`src/sv/modular_exponentiation_fixed_prime_top_macros.svh`:
```
// assertion macros shared by the modular exponentiation block
// no dependencies; taken in by the top level
`ifndef MODULAR_EXPONENTIATION_FIXED_PRIME_TOP_MACROS_SVH
`define MODULAR_EXPONENTIATION_FIXED_PRIME_TOP_MACROS_SVH

// same-cycle implication, checked while reset is low
`define MODEXP_ASSERT_SAME(lbl, clk, rst, ante, cons) \
   lbl: assert property (@(posedge clk) disable iff (rst) (ante) |-> (cons)) \
      else $error("modexp check failed");

// next-cycle implication, checked while reset is low
`define MODEXP_ASSERT_NEXT(lbl, clk, rst, ante, cons) \
   lbl: assert property (@(posedge clk) disable iff (rst) (ante) |=> (cons)) \
      else $error("modexp check failed");

`endif

```
`src/sv/modexp_pkg.sv`:
```
// shared types, constants and the microcode table of the modular exponentiation block
// no dependencies
package modexp_pkg;

   localparam logic [29:0] PRIME_MOD = 30'd998244353;
   // floor(2^60 / prime), fits in 31 bits
   localparam logic [30:0] BARRETT_MU = 31'(64'h1000_0000_0000_0000 / 64'd998244353);

   localparam int unsigned UPC_W = 4;

   localparam logic [UPC_W-1:0] STEP_IDLE   = UPC_W'(0);
   localparam logic [UPC_W-1:0] STEP_MUL    = UPC_W'(1);
   localparam logic [UPC_W-1:0] STEP_SQR    = UPC_W'(2);
   localparam logic [UPC_W-1:0] STEP_WAIT_A = UPC_W'(3);
   localparam logic [UPC_W-1:0] STEP_WAIT_B = UPC_W'(4);
   localparam logic [UPC_W-1:0] STEP_WAIT_C = UPC_W'(5);
   localparam logic [UPC_W-1:0] STEP_WAIT_D = UPC_W'(6);
   localparam logic [UPC_W-1:0] STEP_TEST   = UPC_W'(7);
   localparam logic [UPC_W-1:0] STEP_DONE   = UPC_W'(8);

   typedef enum logic [2:0] {
      COND_NEVER,
      COND_ALWAYS,
      COND_REQ,
      COND_EXP_NZ,
      COND_OUT_FREE
   } cond_type;

   // which register a modular product lands in
   typedef struct packed {
      logic wr_acc;
      logic wr_bas;
   } tag_type;

   typedef struct packed {
      logic req_valid;
      logic exp_nz;
      logic out_free;
   } status_type;

   typedef struct packed {
      logic             take_req;
      logic             issue_mul;
      logic             issue_sqr;
      logic             shift_exp;
      logic             emit;
      cond_type         cond;
      logic             hold;
      logic [UPC_W-1:0] target;
   } uword_type;

   // control store: jump to target when cond holds, else hold or advance
   function automatic uword_type ucode_word(input logic [UPC_W-1:0] upc);
      uword_type w;
      w = '0;
      unique case (upc)
         STEP_IDLE: begin
            w.take_req = 1'b1;
            w.cond     = COND_REQ;
            w.target   = STEP_MUL;
            w.hold     = 1'b1;
         end
         STEP_MUL: begin
            w.issue_mul = 1'b1;
         end
         STEP_SQR: begin
            w.issue_sqr = 1'b1;
            w.shift_exp = 1'b1;
         end
         STEP_WAIT_A, STEP_WAIT_B, STEP_WAIT_C, STEP_WAIT_D: begin
            w.cond = COND_NEVER;
         end
         STEP_TEST: begin
            w.cond   = COND_EXP_NZ;
            w.target = STEP_MUL;
         end
         STEP_DONE: begin
            w.emit   = 1'b1;
            w.cond   = COND_OUT_FREE;
            w.target = STEP_IDLE;
            w.hold   = 1'b1;
         end
         default: begin
            w.cond   = COND_ALWAYS;
            w.target = STEP_IDLE;
         end
      endcase
      return w;
   endfunction

endpackage

```
`src/sv/modular_exponentiation_fixed_prime_top.sv`:
```
// per exponent bit the sequencer issues a multiply and a square back to back into the five-stage
// modular multiplier, waits for both products, then tests the shifted exponent; it scans up to the
// highest set exponent bit (a single pass for a zero exponent), then emits the result, and it takes
// no new request until that result has been moved into the output register
// reset (synchronous, active high) returns the sequencer to idle and drops rsp_valid
// depends on modexp_pkg, modexp_mulmod, modexp_useq and the assertion macro header
`include "modular_exponentiation_fixed_prime_top_macros.svh"

module modular_exponentiation_fixed_prime_top #(
   parameter int EXP_BITS = 32
) (
   input  logic        clock,
   input  logic        reset,
   input  logic        req_valid,
   output logic        req_ready,
   input  logic [29:0] req_base_value,
   input  logic [31:0] req_exponent_value,
   output logic        rsp_valid,
   input  logic        rsp_ready,
   output logic [29:0] rsp_power_result
);

   // only the low EXP_BITS bits of the exponent are scanned
   localparam logic [31:0] EXP_MASK = (EXP_BITS >= 32) ? 32'hFFFF_FFFF
                                      : 32'((64'd1 << EXP_BITS) - 64'd1);

   modexp_pkg::uword_type  uword;
   modexp_pkg::status_type status;
   modexp_pkg::tag_type    issue_tag, wb_tag;

   logic [29:0] acc_ff, acc_in;
   logic [29:0] bas_ff, bas_in;
   logic [31:0] exp_ff, exp_in;
   logic [29:0] op_a;
   logic [29:0] wb_value;
   logic [29:0] base_red;
   logic        req_xfer;
   logic        out_free;
   logic        emit_fire;
   logic        rsp_valid_ff, rsp_valid_in;
   logic [29:0] rsp_power_result_ff, rsp_power_result_in;

   modexp_useq u_useq (
      .clock  (clock),
      .reset  (reset),
      .status (status),
      .uword  (uword)
   );

   modexp_mulmod u_mulmod (
      .clock     (clock),
      .reset     (reset),
      .issue_tag (issue_tag),
      .op_a      (op_a),
      .op_b      (bas_ff),
      .wb_tag    (wb_tag),
      .wb_value  (wb_value)
   );

   assign req_ready = uword.take_req;
   assign req_xfer  = req_valid & req_ready;
   assign out_free  = ~rsp_valid_ff | rsp_ready;
   assign emit_fire = uword.emit & out_free;

   assign status.req_valid = req_valid;
   assign status.exp_nz    = |exp_ff;
   assign status.out_free  = out_free;

   // a base at or above the prime needs one subtraction
   assign base_red = (req_base_value >= modexp_pkg::PRIME_MOD)
                     ? req_base_value - modexp_pkg::PRIME_MOD : req_base_value;

   // multiply step folds the base in when the low exponent bit is set
   assign issue_tag.wr_acc = uword.issue_mul & exp_ff[0];
   assign issue_tag.wr_bas = uword.issue_sqr;
   assign op_a             = uword.issue_mul ? acc_ff : bas_ff;

   always_comb begin
      priority if (req_xfer) begin
         acc_in = 30'd1;
         bas_in = base_red;
         exp_in = req_exponent_value & EXP_MASK;
      end else begin
         acc_in = wb_tag.wr_acc ? wb_value : acc_ff;
         bas_in = wb_tag.wr_bas ? wb_value : bas_ff;
         exp_in = uword.shift_exp ? (exp_ff >> 1) : exp_ff;
      end
   end

   always_comb begin
      rsp_power_result_in = emit_fire ? acc_ff : rsp_power_result_ff;
      priority if (emit_fire) begin
         rsp_valid_in = 1'b1;
      end else if (rsp_ready) begin
         rsp_valid_in = 1'b0;
      end else begin
         rsp_valid_in = rsp_valid_ff;
      end
   end

   always_ff @(posedge clock) begin
      acc_ff              <= acc_in;
      bas_ff              <= bas_in;
      exp_ff              <= exp_in;
      rsp_power_result_ff <= rsp_power_result_in;
   end

   always_ff @(posedge clock) begin
      if (reset) begin
         rsp_valid_ff <= 1'b0;
      end else begin
         rsp_valid_ff <= rsp_valid_in;
      end
   end

   assign rsp_valid        = rsp_valid_ff;
   assign rsp_power_result = rsp_power_result_ff;

   `MODEXP_ASSERT_SAME(a_rsp_reduced, clock, reset, rsp_valid, rsp_power_result < modexp_pkg::PRIME_MOD)
   `MODEXP_ASSERT_SAME(a_no_load_in_flight, clock, reset, wb_tag.wr_acc || wb_tag.wr_bas, !req_ready)
   `MODEXP_ASSERT_NEXT(a_one_item_at_once, clock, reset, req_valid && req_ready, !req_ready)

endmodule

```
`src/sv/modexp_mulmod.sv`:
```
// pipelined modular multiplier: product then barrett reduction, five register stages
// depends on modexp_pkg
module modexp_mulmod (
   input  logic                clock,
   input  logic                reset,
   input  modexp_pkg::tag_type issue_tag,
   input  logic [29:0]         op_a,
   input  logic [29:0]         op_b,
   output modexp_pkg::tag_type wb_tag,
   output logic [29:0]         wb_value
);

   logic [59:0] prod_ff, prod_in;
   logic [61:0] q2_ff, q2_in;
   logic [31:0] xlo2_ff, xlo3_ff;
   logic [60:0] qp_full;
   logic [31:0] qp_ff, qp_in;
   logic [31:0] r_ff, r_in;
   logic [30:0] r5_ff, r5_in;

   modexp_pkg::tag_type tag1_ff, tag2_ff, tag3_ff, tag4_ff, tag5_ff;

   assign prod_in = op_a * op_b;
   // q1 = x >> 29, q3 = (q1 * mu) >> 31
   assign q2_in   = prod_ff[59:29] * modexp_pkg::BARRETT_MU;
   assign qp_full = q2_ff[61:31] * modexp_pkg::PRIME_MOD;
   assign qp_in   = qp_full[31:0];
   // true remainder is below three times the prime, so 32 bits hold it
   assign r_in    = xlo3_ff - qp_ff;
   assign r5_in   = (r_ff >= 32'(modexp_pkg::PRIME_MOD))
                    ? 31'(r_ff - 32'(modexp_pkg::PRIME_MOD)) : r_ff[30:0];

   assign wb_value = (r5_ff >= 31'(modexp_pkg::PRIME_MOD))
                     ? 30'(r5_ff - 31'(modexp_pkg::PRIME_MOD)) : r5_ff[29:0];
   assign wb_tag   = tag5_ff;

   always_ff @(posedge clock) begin
      prod_ff <= prod_in;
      q2_ff   <= q2_in;
      xlo2_ff <= prod_ff[31:0];
      qp_ff   <= qp_in;
      xlo3_ff <= xlo2_ff;
      r_ff    <= r_in;
      r5_ff   <= r5_in;
   end

   always_ff @(posedge clock) begin
      if (reset) begin
         tag1_ff <= '0;
         tag2_ff <= '0;
         tag3_ff <= '0;
         tag4_ff <= '0;
         tag5_ff <= '0;
      end else begin
         tag1_ff <= issue_tag;
         tag2_ff <= tag1_ff;
         tag3_ff <= tag2_ff;
         tag4_ff <= tag3_ff;
         tag5_ff <= tag4_ff;
      end
   end

endmodule

```
`src/sv/modexp_useq.sv`:
```
// microcode sequencer: step counter, control store lookup and conditional jumps
// depends on modexp_pkg
module modexp_useq (
   input  logic                   clock,
   input  logic                   reset,
   input  modexp_pkg::status_type status,
   output modexp_pkg::uword_type  uword
);

   logic [modexp_pkg::UPC_W-1:0] upc_ff, upc_in;
   logic                         jump;

   assign uword = modexp_pkg::ucode_word(upc_ff);

   always_comb begin
      unique case (uword.cond)
         modexp_pkg::COND_NEVER:    jump = 1'b0;
         modexp_pkg::COND_ALWAYS:   jump = 1'b1;
         modexp_pkg::COND_REQ:      jump = status.req_valid;
         modexp_pkg::COND_EXP_NZ:   jump = status.exp_nz;
         modexp_pkg::COND_OUT_FREE: jump = status.out_free;
         default:                   jump = 1'b0;
      endcase
   end

   always_comb begin
      priority if (jump) begin
         upc_in = uword.target;
      end else if (uword.hold) begin
         upc_in = upc_ff;
      end else begin
         upc_in = upc_ff + 1'b1;
      end
   end

   always_ff @(posedge clock) begin
      if (reset) begin
         upc_ff <= modexp_pkg::STEP_IDLE;
      end else begin
         upc_ff <= upc_in;
      end
   end

endmodule

```
`config.mk`:
```
export PLATFORM = sky130hd
export DESIGN_NAME = modular_exponentiation_fixed_prime_top
export DESIGN_NICKNAME = d
export VERILOG_FILES = /design/src/sv/modexp_pkg.sv /design/src/sv/modular_exponentiation_fixed_prime_top.sv /design/src/sv/modexp_mulmod.sv /design/src/sv/modexp_useq.sv
export VERILOG_INCLUDE_DIRS = /design/src /design/src/sv
export SDC_FILE = /design/constraint.sdc
export NUM_CORES = 2
export LEC_CHECK = 0
export ABC_AREA = 1
export BUFFER_PORTS_ARGS = -buffer_cell sky130_fd_sc_hd__buf_2
export CELL_PAD_IN_SITES_DETAIL_PLACEMENT = 1
export CELL_PAD_IN_SITES_GLOBAL_PLACEMENT = 2
export CORE_MARGIN = 4
export CORE_UTILIZATION = 36
export DETAILED_ROUTE_END_ITERATION = 10
export PLACE_DENSITY = 0.84
export REMOVE_ABC_BUFFERS = 1
export SLEW_MARGIN = 15
export SYNTH_ARGS = -nofsm -noshare
export SYNTH_HDL_FRONTEND = slang
export SYNTH_SLANG_ARGS = --single-unit
```
`constraint.sdc`:
```
create_clock -name clock -period 7.1 [get_ports clock]
set_input_delay 0.71 -clock clock [delete_from_list [all_inputs] [get_ports clock]]
set_output_delay 0.71 -clock clock [all_outputs]
set_load 0.03 [all_outputs]
```
==> key figures <==
Placement
  • Port Buf Inserts: between 90 and 100
  • Placer Congestion: around 0.97
  • Dpl cells: 10900
  • Area after DPL: 71100 um^2
  • Dpl hpwl: approximately 220000 um

Drt
  • Routed WL: roughly 250000 um
  • TritonRoute pass-1 iters: 5
  • DRC viols: 0
  • Antenna-violating nets left: 0
  • DR vias: approximately 54000
  • Post-DR wirelength/cell: roughly 23 um
  • 1st-iter DRT viols: 3143
  • Via/cell ratio: around 4.9

Global route
  • First-pass GRT wire length: 377000 um
  • Total GRT Usage: between 20 and 30%
  • Vias in the first global route: roughly 60000
  • Initial antenna violation count: 5
  • GR Overflow Total: 0
  • Largest net degree at the start of global routing: between 90 and 100

Worst setup path
  • CP bufs+invs: 10
  • Crit end category: flop
  • FF-to-FF Start: u_useq.upc_ff[1]
  • CP top delay family: adder cells
  • CP most frequent cell: fa_1
  • Critical Path Source Type: flop
  • Worst EP required: between 7 and 8 ns
  • CP peak stage delay: about 0.57 ns
  • Worst Path Class, Setup: flop to flop
  • Worst Path Arrival: between 7 and 8 ns
  • Crit. Startpoint: u_useq.upc_ff[1]
  • Slowest CP cell: fa_1
  • Critical Path Fanout Max: 10

Timing
  • Skew final: around 0.059 ns
  • Final hold vios: 0
  • Min Tclk post-route: roughly 7.3 ns
  • Pins Over Slew Limit: 0
  • Slew headroom: 28.7%
  • Final setup viols: 40
  • FMAX: 136 MHz
  • Worst Max-Slew Pin Slew: around 1.1 ns
  • RSZ-0062 raised after global routing: true
  • Fin Hold WS: between 0.3 and 0.4 ns
  • Worst Slack Setup Final: -0.232 ns
  • Fin crit share: 103%

Synth
  • Mean Syn Cell Area: a little under 8 um^2
  • Area contributors post-synth: fa_1 (33%), ha_1 (14%), inv_1 (11%), nand2_1 (11%), dfxtp_1 (9.3%)
  • Synth Cell Area: about 63000 um^2
  • EDFF count, synth: 92
  • Synth Instances: between 8000 and 9000
  • Post-synthesis cell type count: just over 50
  • Synth Area in Simple Gates: 19.8%
  • Number of synthesized register bits: about 390
  • Area leader, netlist: fa_1
  • Top-area cell type share of the netlist area: 33.1%
  • Synth Area in Adders: 47.4%
  • Register area share after synthesis: a little over an eighth
  • Yosys warns: 0
  • Async SR Flop Fraction: 0%
  • Dominant synthesized flop cell: dfxtp_1
  • Synth Area in Compound Gates: approximately 3.9%
  • Fraction of synthesized cell area in xor and xnor cells: 2.27%
  • Post-synthesis mux area share: less than 1%
  • Largest family of logic cells by synthesized area: adder cells

Layout
  • Final Non-Filler Cells: 11000
  • Post-Layout Inst Area: 75600 um^2
  • Area growth syn-to-layout: 19.4%
  • Fraction of layout cells with a size suffix above 1: between 10% and 20%
  • Nets@finish: about 10000
  • Fin util: between 40% and 50%

Clock tree
  • CTS sink cnt: between 300 and 400
  • Clock transition at path regs: around 0.06 ns
  • CTS tree: built
  • Max Root-Sink Buffers: 3
  • TritonCTS Buffers: 42
  • Clk Latency, worst-skew pair: 0.61 ns
  • H-tree lvl count: 2
  • Root buffer cell: clkbuf_16

Floorplan
  • Die Ht: ~430 um
  • Die Wd: approximately 430 um
  • Die area: roughly 180000 um^2
  • I/O pin cnt: 98
  • Initial core utilization: 36.3%
  • Area of the core: 174000 um^2
  • Rows: about 150

Hold path
  • Worst hold start: u_mulmod.xlo2_ff[6]
  • Hold/Removal Path Class: flop to flop

Outcome
  • Status: complete, but fails checks
  • Failing checks: negative setup slack

Flow run
  • Max-cap viol count: 0
==> cell type report <==
type	count	area, um^2
Tap cell	2325	2910
Fill cell	21100	98800
Sequential cell	387	8670
Antenna cell	1	2.50
Inverter	1946	7340
Clock buffer	57	1160
Timing Repair Buffer	776	6670
Multi-Input combinational cell	5487	48500
Clock inverter	21	347
==> what timing repair did <==
item / 4_1_cts / 5_1_grt
resized for setup: 335 / 288
endpoints found under the hold margin: 0 / 0
pin swaps: 32 / 57
setup endpoints to repair: 46 / 46
buffers inserted: 24 / 28
hold buffers: 0 / 0
gates cloned: 2 / 2
==> synthesized netlist by cell type (6+ instances only) <==
cell type     n
o21ai_0     148
a21boi_0      8
a21oi_1     174
ha_1        720
clkinv_1     12
clkbuf_1     97
dfxtp_1     295
o21ai_2      23
nand4_1      75
o21bai_1     42
a21o_1        9
edfxtp_1     92
nand3_1     245
nand2_1    1796
nor2_1      920
nand2_2       6
nor2_2       12
inv_1      1921
inv_2        13
nor3_1       35
o21ai_1       8
xor2_1      117
xnor2_1      45
fa_1       1048
buf_2        82
buf_6         9
nand3b_1     12
nand3_2       6
==> stage by stage <==
step / TNS, ns / setup slack [ns]
2_1_floorplan: -24.49 / -0.724
3_3_place_gp: -28.14 / -0.859
3_5_place_dp: -28.82 / -0.805
4_1_cts: -2.93 / -0.175
5_1_grt: -14.52 / -0.469
6_report: -4.30 / -0.232
==> kinds of logic (layout without fill, tap and decap cells) <==
| logic type | after synthesis | in the layout |
|---|---|---|
| flip-flops | 387 | 387 |
| AO/OA/AOI/OAI | 429 | 429 |
| XOR/XNOR | 163 | 163 |
| multiplexers | 1 | 1 |
| adder cells (fa/ha/maj) | 1768 | 1768 |
| AND/OR/NAND/NOR | 3126 | 3126 |
| other | 0 | 1 |
| buffers and inverters | 2140 | 2800 |
==> routing by layer <==
metal,global-route usage (%),wire length [um],up-vias
met1,36.0,108000,27500
met5,0,0,-
met4,11.1,12700,0
met2,47.3,121000,1275
li1,-,-,25000
met3,2.69,11600,394
==> cells in the final DEF, fill, tap and decap left out, types with 109 or more instances in the layout <==
cell type and count:
xor2_1 109, nor2_1 831, fa_1 1003, nand3_1 226, inv_1 1865, a21oi_1 147, nand2_1 1690, dfxtp_1 293
o21ai_0 139, ha_1 671, buf_4 557
==> state kept, by name (all words and copies together), names as in the netlist, 31 cells and up <==
register          count
u_mulmod.prod_ff     60
u_mulmod.r5_ff       31
u_mulmod.xlo2_ff     31
u_mulmod.qp_ff       32
u_mulmod.xlo3_ff     32
u_mulmod.q2_ff       32
u_mulmod.r_ff        32
exp_ff               32
==> worst paths after layout <==
check	depth (start not counted)	end	slack (ns)
setup / recovery	31	u_mulmod.prod_ff[46]	-0.23
setup reg to reg	31	u_mulmod.prod_ff[46]	-0.23
hold / removal	0	u_mulmod.xlo3_ff[6]	0.32
hold reg to reg	0	u_mulmod.xlo3_ff[6]	0.32
Power is left out: the tool's default activity adds up to more than one toggle a clock period on the data nets, which glitch-free logic cannot reach.
